==> src/rtl/itrgb_pkg.sv <==
// itrgb_pkg: shared types and constants for the iteration-to-rgb palette block
// used by itrgb_div and iteration_to_rgb_palette; no dependencies
`default_nettype none

package itrgb_pkg;

    // default number of fraction bits of the normalized count
    localparam int unsigned FRACTION_BITS_DEF = 16;

    // width of the iteration count and of the iteration limit
    localparam int unsigned LIMIT_W = 16;

    // register reset values
    localparam logic [LIMIT_W-1:0] MAX_ITER_RST = 16'd100;

    // polynomial gains, each folded with the 255 channel scale
    localparam logic [12:0] P1_GAIN = 13'd2295;   // 9 * 255
    localparam logic [12:0] P2_GAIN = 13'd3825;   // 15 * 255
    localparam logic [12:0] P3_GAIN = 13'd4335;   // 17 * 255, halved after the product

    // register index taken from paddr[2]
    typedef enum logic [0:0] {
        REG_MAX_ITERATIONS   = 1'b0,
        REG_PALETTE_ROTATION = 1'b1
    } t_reg_index;

    // channel assignment of the three polynomials
    typedef enum logic [1:0] {
        ROT_RGB   = 2'd0,   // r=p1 g=p2 b=p3
        ROT_BRG   = 2'd1,   // r=p3 g=p1 b=p2
        ROT_GBR   = 2'd2,   // r=p2 g=p3 b=p1
        ROT_BLACK = 2'd3
    } t_rotation;

endpackage

`default_nettype wire

==> src/rtl/itrgb_div.sv <==
// itrgb_div: pipelined restoring divider, one quotient bit per register stage
// forms the fraction rem * 2^FRACTION_BITS / limit for rem < limit; uses itrgb_pkg
`default_nettype none

module itrgb_div
    import itrgb_pkg::*;
#(
    parameter int unsigned FRACTION_BITS = FRACTION_BITS_DEF
) (
    input  wire logic                     i_clk,
    input  wire logic                     i_rst_n,
    input  wire logic                     i_en,
    input  wire logic                     i_vld,
    input  wire logic                     i_one,
    input  wire logic [LIMIT_W-1:0]       i_rem,
    input  wire logic [LIMIT_W-1:0]       i_limit,
    output logic                          o_vld,
    output logic                          o_one,
    output logic [FRACTION_BITS-1:0]      o_quo
);

    // per-stage registers; the last stage keeps no remainder
    logic                     r_vld [FRACTION_BITS];
    logic                     r_one [FRACTION_BITS];
    logic [FRACTION_BITS-1:0] r_quo [FRACTION_BITS];
    logic [LIMIT_W-1:0]       r_rem [FRACTION_BITS-1];

    logic [LIMIT_W:0] w_limit;

    assign w_limit = {1'b0, i_limit};

    for (genvar k = 0; k < FRACTION_BITS; k++) begin : g_stage
        logic                     w_vld_in;
        logic                     w_one_in;
        logic [LIMIT_W-1:0]       w_rem_in;
        logic [FRACTION_BITS-1:0] w_quo_in;
        logic [LIMIT_W:0]         w_shift;
        logic [LIMIT_W:0]         w_diff;
        logic                     w_bit;

        // stage input from the ports or the stage before
        if (k == 0) begin : g_first
            assign w_vld_in = i_vld;
            assign w_one_in = i_one;
            assign w_rem_in = i_rem;
            assign w_quo_in = '0;
        end else begin : g_next
            assign w_vld_in = r_vld[k-1];
            assign w_one_in = r_one[k-1];
            assign w_rem_in = r_rem[k-1];
            assign w_quo_in = r_quo[k-1];
        end

        // shift in a zero, subtract the limit when it fits
        assign w_shift = {w_rem_in, 1'b0};
        assign w_diff  = w_shift - w_limit;
        assign w_bit   = (w_shift >= w_limit);

        always_ff @(posedge i_clk) begin
            if (!i_rst_n) begin
                r_vld[k] <= 1'b0;
            end else if (i_en) begin
                r_vld[k] <= w_vld_in;
            end
        end

        always_ff @(posedge i_clk) begin
            if (i_en) begin
                r_one[k] <= w_one_in;
                r_quo[k] <= {w_quo_in[FRACTION_BITS-2:0], w_bit};
            end
        end

        // remainder only where a later stage needs it
        if (k < FRACTION_BITS - 1) begin : g_rem
            always_ff @(posedge i_clk) begin
                if (i_en) begin
                    r_rem[k] <= w_bit ? w_diff[LIMIT_W-1:0] : w_shift[LIMIT_W-1:0];
                end
            end
        end
    end

    assign o_vld = r_vld[FRACTION_BITS-1];
    assign o_one = r_one[FRACTION_BITS-1];
    assign o_quo = r_quo[FRACTION_BITS-1];

endmodule

`default_nettype wire

==> config.mk <==
export PLATFORM = sky130hd
export DESIGN_NAME = itrgb_div
export DESIGN_NICKNAME = d
export VERILOG_FILES = /design/src/rtl/itrgb_pkg.sv /design/src/rtl/itrgb_div.sv
export SDC_FILE = /design/constraint.sdc
export NUM_CORES = 1
export LEC_CHECK = 0
export BUFFER_PORTS_ARGS = -buffer_cell sky130_fd_sc_hd__buf_2
export CORE_AREA = 2 2 217 219
export DETAILED_ROUTE_END_ITERATION = 7
export DIE_AREA = 0 0 219 221
export PLACE_DENSITY_LB_ADDON = 0.25
export SLEW_MARGIN = 30
export SYNTH_ARGS = -nofsm -noshare
export SYNTH_HDL_FRONTEND = slang
export SYNTH_SLANG_ARGS = --single-unit
==> constraint.sdc <==
create_clock -name i_clk -period 3.5 [get_ports i_clk]
set_input_delay 0.7 -clock i_clk [delete_from_list [all_inputs] [get_ports i_clk]]
set_output_delay 0.7 -clock i_clk [all_outputs]
set_load 0.005 [all_outputs]
==> flow_metrics.env, run 1 <==
export IMPL_status="finished, final reports clean"
export IMPL_post_cts_buffers=0
export IMPL_drc=0
export IMPL_worstPathRequired_ns=3.84
export IMPL_met3_usage_pct=3.808
export IMPL_critPathLaunchType="input pin"
export IMPL_min_period_over_period_pct=95.23
export IMPL_end_kind="flip-flop"
export IMPL_gp_congestion=0.9345
export IMPL_ant_nets=0
export IMPL_critical_path_class="in2reg"
export IMPL_seq_area_frac_synth_pct=46.21
export IMPL_grt_overflow=0
export IMPL_pwr_share_clk_pct=18.9
export IMPL_yosys_warnings=0
export IMPL_viasPerCell=6.041
export IMPL_grtUsageTotal_pct=25.30
export IMPL_use_met1_pct=34.38
export IMPL_die_h_um=221
export IMPL_fillers=3493
export IMPL_cap_viol_max_count=0
export IMPL_drt_wl_total_mm=60.40
export IMPL_setup_viol=0
export IMPL_r2r_slack_ns=0.18
export IMPL_hold_viol=0
export IMPL_netlist_instances=2317
export IMPL_clock_sinks=408
export IMPL_synth_net_count=2624
export IMPL_clkLatencyLatePin_ns=0.58
export IMPL_synth_async_reset_ratio_pct=0
export IMPL_synth_seq_cells=408
export IMPL_top_usage_layer="met2"
export IMPL_core_area_mm2=0.04606
export IMPL_multi_input_area_mm2=0.01376
export IMPL_grt_max_degree=130
export IMPL_port_buffer_count=54
export IMPL_cts_buffer_depth=3
export IMPL_slowest_stage="a2111oi_0"
export IMPL_clock_root_buffer="clkbuf_16"
export IMPL_slew_headroom_pct=37.75
export IMPL_max_stage_delay_ns=0.73
export IMPL_tightest_slew_ns=0.9338
export IMPL_seq_area_mm2=0.01224
export IMPL_io_pins=55
export IMPL_area_growth_syn_to_layout_pct=15.42
export IMPL_critical_path_top_delay_family="compound AO/OA/AOI/OAI gates"
export IMPL_yosys_cell_types_count=78
export IMPL_grt_met2_usage_pct=41.63
export IMPL_cts_made_buffers=46
export IMPL_fin_area_mm2=0.03058
export IMPL_swShare_pct=35.73
export IMPL_min_period_ns=3.333
export IMPL_power_density_mw_per_mm2=943.1
export IMPL_hp_class="in2reg"
export IMPL_grt_pass1_wl_mm=98.00
export IMPL_die_area_mm2=0.04840
export IMPL_synthFlopType="edfxtp_1"
export IMPL_drive_gt1_share_pct=18.07
export IMPL_power_leakage_nw=12.48
export IMPL_p_seq_share_pct=30.7
export IMPL_postPlaceCellArea_mm2=0.02887
export IMPL_avgSynthCellArea_um2=11.43
export IMPL_wire_per_inst_um=18.99
export IMPL_rows=79
export IMPL_cts_hold_buffers_added=0
export IMPL_vias=19210
export IMPL_netlist_area_mm2=0.02649
export IMPL_grt_pass1_vias=19010
export IMPL_path_cells="buf_2 > buf_4 > fa_1 > nor2b_1 > o21ai_0 > a21boi_0 > o221ai_1 > a2111oi_0 > buf_4 > o31a_1 > o21ai_0 > a31o_2"
export IMPL_antenna_found_initial=0
export IMPL_hold_slack_ns=0.3092
export IMPL_dp_hpwl_mm=43.12
export IMPL_fin_nets=2844
export IMPL_ir_drop_v=0.0006146
export IMPL_start_util_pct=57.52
export IMPL_cp_max_fo=7
export IMPL_max_freq_mhz=300.0
export IMPL_cellInternalPower_mw=18.53
export IMPL_rsz0062_at_grt="false"
export IMPL_clkSlewWorstSetupHoldPaths_ns=0.06
export IMPL_finalMaxSlewViolations=0
export IMPL_arrival_ns=3.67
export IMPL_antenna_cells=0
export IMPL_dieWidth_um=219
export IMPL_clock_skew_final_ns=0.01106
export IMPL_cts_tree="built"
export IMPL_first_pass_iters=5
export IMPL_cts_max_level=2
export IMPL_drt_iter0_drc=1621
export IMPL_combPwrFrac_pct=50.4
export IMPL_synth_edf_count=407
export IMPL_power_switching_mw=10.30
export IMPL_critPathBufInv=3
export IMPL_cts_resized=0
-- power groups by stage --
| stage | sequential, mW | clock [mW] | combinational, mW |
|---|---|---|---|
| 2_1_floorplan | 8.44 | 0 | 10.9 |
| 3_3_place_gp | 8.94 | 0 | 13.8 |
| 3_5_place_dp | 8.94 | 0 | 14.3 |
| 4_1_cts | 8.86 | 5.57 | 14.4 |
| 5_1_grt | 9.00 | 5.73 | 16.2 |
| 6_report | 8.85 | 5.46 | 14.5 |
-- logic make-up after synthesis --
group	Yosys count	synth area share (%)
fa+ha+maj	270	13.18
mux	175	7.443
compound gates	631	15.54
xor+xnor	154	5.091
flops	408	46.21
buf+inv	118	1.903
simple gates	561	10.64
-- layout by cell type (no fill, tap or decap), types with 28 or more instances in the layout --
master       n
nor2_1     136
and3_1      30
xor2_1      44
a31oi_1     28
a21o_1      86
nand2_1    141
buf_4      125
edfxtp_1   407
nor2b_1     48
a21oi_1    152
inv_1       81
buf_12      29
o21ai_0    133
xnor2_1    110
o21a_1      32
mux2_2     142
buf_2       53
ha_1       255
nand3_1     30
nor3_1      30
clkbuf_16   49
nand2b_1    38
-- metrics by stage --
stage | worst slack (ns) | setup TNS [ns] | total power, mW | std cells | util, %
6_report | 0.1671 | 0 | 28.84 | 3180 | 66.38
5_1_grt | 0.06817 | 0 | 30.89 | 3180 | 66.38
4_1_cts | 0.2761 | 0 | 28.87 | 3180 | 66.38
3_5_place_dp | -0.2263 | -3.905 | 23.24 | 3096 | 62.68
3_3_place_gp | -0.09598 | -0.2245 | 22.77 | 3096 | 62.68
2_1_floorplan | 0.04951 | 0 | 19.34 | 2317 | -
-- cells in the mapped netlist (15+ instances only) --
cell,instances,area (µm²)
o21a_1,32,240.2
nand3_1,30,150.1
xor2_1,44,385.4
o31ai_1,22,165.2
fa_1,15,300.3
clkbuf_1,16,60.06
inv_1,81,304.0
nor2b_1,48,300.3
xnor2_1,110,963.4
nor2_1,136,510.5
and2_1,23,143.9
nand2_1,141,529.3
nand2b_1,38,237.7
mux2_2,142,1599
nor3_1,30,150.1
or3_1,15,93.84
mux2i_1,20,200.2
a211oi_1,25,187.7
o21ai_0,133,665.6
a31oi_1,28,175.2
a21o_1,86,645.6
edfxtp_1,407,12220
a21oi_1,152,760.7
ha_1,255,3191
nand4_1,25,156.4
and3_1,30,187.7
a21boi_0,16,120.1
-- registers in the layout, summed over array words and instances (netlist names) --
register  cells
r_quo       136
r_one        16
r_rem       240
r_vld        16
-- worst paths after layout --
check / start / to / cells after the start
max: i_limit[1] / r_rem[7][14]$_DFFE_PP_ / 12
max reg2reg: r_rem[6][0]$_SDFFCE_PN0P_ / r_rem[7][14]$_DFFE_PP_ / 11
min reg2reg: r_one[5]$_DFFE_PP_ / r_one[6]$_DFFE_PP_ / 0
min: i_one / r_one[0]$_DFFE_PP_ / 1
-- per-layer routing --
metal  vias to the layer above  share of wire [%]
li1                       9320                  -
met1                      9276                 45
met2                       490                 47
met3                       124                5.0
met4                         0                3.2
met5                         -                  0
-- cell type report --
type	count	area share, %
clock buffer	61	4.256
clock inverter	23	1.322
inverter	82	1.015
multi-input combinational	1791	45.00
sequential	408	40.04
tap	607	2.484
timing repair buffer	208	5.884
Note: power is estimated with default switching activity, not from simulation.
==> inputs of run 2 (changes only) <==
Settings changed: CTS_CLUSTER_DIAMETER set to 40, REMOVE_ABC_BUFFERS set to 1.
==> run 2 against run 1 <==
Net effect: global-route usage grew 0.43 points; core utilization grew 2.4 points; non-clock buffer count grew 24; fmax grew 8.4%; via count grew 1.7%; routed wire length grew 2.3%; hold slack lost 0.037 ns; register-to-register slack gained 0.24 ns; clock-buffer cell count grew 20; first-iteration DRC count shrank 10%; critical path type is now reg2reg.
==> flow_metrics.env, run 2 (synthesis gave the netlist of run 1 again) <==
export IMPL_end_kind="flip-flop"
export IMPL_min_period_ns=3.076
export IMPL_arrival_ns=3.43
export IMPL_viasPerCell=5.998
export IMPL_cts_max_level=3
export IMPL_p_seq_share_pct=28.4
export IMPL_fin_util_pct=68.78
export IMPL_grt_pass1_vias=19130
export IMPL_swShare_pct=35.21
export IMPL_grtUsageTotal_pct=25.73
export IMPL_dp_cells=3120
export IMPL_antenna_cells=0
export IMPL_grt_overflow=0
export IMPL_grt_pass1_wl_mm=98.53
export IMPL_clock_root_buffer="clkbuf_16"
export IMPL_gp_congestion=0.9042
export IMPL_dieWidth_um=219
export IMPL_cts_resized=0
export IMPL_slowest_stage="a2111oi_0"
export IMPL_combPwrFrac_pct=47.6
export IMPL_setup_viol=0
export IMPL_regMostFlops="r_rem"
export IMPL_min_period_over_period_pct=87.88
export IMPL_path_cells="inv_1 > fa_1 > nor2b_1 > o21ai_0 > a21boi_0 > o221ai_1 > a2111oi_0 > buf_4 > o31a_1 > o21ai_0 > a31o_2"
export IMPL_rsz0062_at_grt="false"
export IMPL_port_buffer_count=54
export IMPL_fin_nets=2896
export IMPL_status="finished, final reports clean"
export IMPL_cts_hold_buffers_added=0
export IMPL_power_density_mw_per_mm2=981.5
export IMPL_tightest_slew_ns=0.9070
export IMPL_grt_max_degree=107
export IMPL_start_util_pct=57.52
export IMPL_slew_headroom_pct=39.53
export IMPL_max_stage_delay_ns=0.54
export IMPL_reg_top3="r_rem: 240 flops, r_quo: 136 flops"
export IMPL_ant_nets=0
export IMPL_worstPathRequired_ns=3.85
export IMPL_post_cts_buffers=0
export IMPL_core_area_mm2=0.04606
export IMPL_max_freq_mhz=325.1
export IMPL_cellInternalPower_mw=20.15
export IMPL_cts_made_buffers=74
export IMPL_setup_slack_ns=0.4243
export IMPL_finalMaxSlewViolations=0
export IMPL_clock_sinks=408
export IMPL_clock_skew_final_ns=0.02482
export IMPL_die_area_mm2=0.04840
export IMPL_clkLatencyLatePin_ns=0.60
export IMPL_cp_max_fo=4
export IMPL_layout_commonest_cell="edfxtp_1"
export IMPL_vias=19530
export IMPL_critical_path_class="reg2reg"
export IMPL_fillers=3357
export IMPL_antenna_found_initial=0
export IMPL_power_mw=31.10
export IMPL_critPathLaunchType="flip-flop"
export IMPL_cap_viol_max_count=0
export IMPL_pwr_share_clk_pct=24.0
export IMPL_drt_iter0_drc=1458
export IMPL_crit_top_cell="o21ai_0"
export IMPL_critical_path_top_delay_family="compound AO/OA/AOI/OAI gates"
export IMPL_hold_viol=0
export IMPL_cts_buffer_depth=3
export IMPL_wire_per_inst_um=18.97
export IMPL_drive_gt1_share_pct=20.54
export IMPL_first_pass_iters=7
export IMPL_dp_hpwl_mm=43.41
export IMPL_drc=0
export IMPL_fin_setup_tns_ns=0
export IMPL_critPathBufInv=2
export IMPL_largest_reg_flops=240
export IMPL_power_leakage_nw=13.03
export IMPL_ir_drop_v=0.0005688
export IMPL_most_common_layout_cells="edfxtp_1 (407), ha_1 (255), a21oi_1 (152), buf_4 (147), mux2_2 (142)"
export IMPL_power_switching_mw=10.95
export IMPL_drt_wl_total_mm=61.76
export IMPL_io_pins=55
export IMPL_clkSlewWorstSetupHoldPaths_ns=0.06
export IMPL_final_cells=3256
export IMPL_pre_cts_slack_ns=-0.09940
export IMPL_cts_tree="built"
export IMPL_area_growth_syn_to_layout_pct=19.59
export IMPL_hp_class="in2reg"
export IMPL_rows=79
export IMPL_die_h_um=221
-- run 2: cell count changes in the layout (fill, tap and decap cells not counted), moves of 2 or more --
cell,change
buf_4,+22
clkinvlp_4,+5
clkbuf_8,-3
buf_12,+2
clkinv_1,+2
inv_8,+2
clkbuf_16,+28
clkbuf_1,-5
inv_6,+14
clkinv_4,+10
-- run 2: metrics by stage --
stage / hold slack [ns] / instance area [µm²]
2_1_floorplan: 0.4003 / 26300
3_3_place_gp: 0.4003 / 29080
3_5_place_dp: 0.4045 / 29080
4_1_cts: 0.2420 / 31680
5_1_grt: 0.2589 / 31680
6_report: 0.2724 / 31680
-- run 2: power by group through the flow --
| stage | sequential (mW) | combinational [mW] | clock, mW |
|---|---|---|---|
| floorplan | 8.45 | 10.7 | 0 |
| global placement | 8.90 | 14.1 | 0 |
| detailed placement | 8.91 | 14.5 | 0 |
| CTS | 8.85 | 14.7 | 7.59 |
| global route | 8.98 | 16.4 | 7.80 |
| finish | 8.84 | 14.8 | 7.46 |
-- run 2: worst register-to-register path, cell delays in order, from the launching register on --
cell       delay [ns]
edfxtp_1         0.36
inv_1            0.08
fa_1             0.38
nor2b_1          0.13
o21ai_0          0.11
a21boi_0         0.33
o221ai_1         0.25
a2111oi_0        0.54
buf_4            0.19
o31a_1           0.14
o21ai_0          0.08
a31o_2           0.24
-- run 2: layer usage --
metal	global-route usage (%)	vias up	share of wire, %
li1	-	9461	-
met1	33.97	9332	44
met2	41.64	576	47
met3	4.330	159	5.8
met4	11.51	0	3.9
met5	0	-	0
-- run 2: worst paths after layout --
path / from / end / slack (ns) / depth (start not counted)
setup reg to reg: r_rem[6][0]$_SDFFCE_PN0P_ / r_rem[7][14]$_DFFE_PP_ / 0.42 / 11
hold reg to reg: r_quo[0][34]$_DFFE_PP_ / r_quo[0][51]$_DFFE_PP_ / 0.41 / 0
setup / recovery: r_rem[6][0]$_SDFFCE_PN0P_ / r_rem[7][14]$_DFFE_PP_ / 0.42 / 11
hold / removal: i_one / r_one[0]$_DFFE_PP_ / 0.27 / 1
-- run 2: area by class of cell --
cell class,instances,area [µm²],area share [%]
inverter,82,310.3,0.9794
sequential,408,12240,38.64
clock buffer,81,1942,6.129
multi-input combinational,1791,13760,43.43
tap,607,759.5,2.397
timing repair buffer,232,2004,6.327
clock inverter,55,663.1,2.093
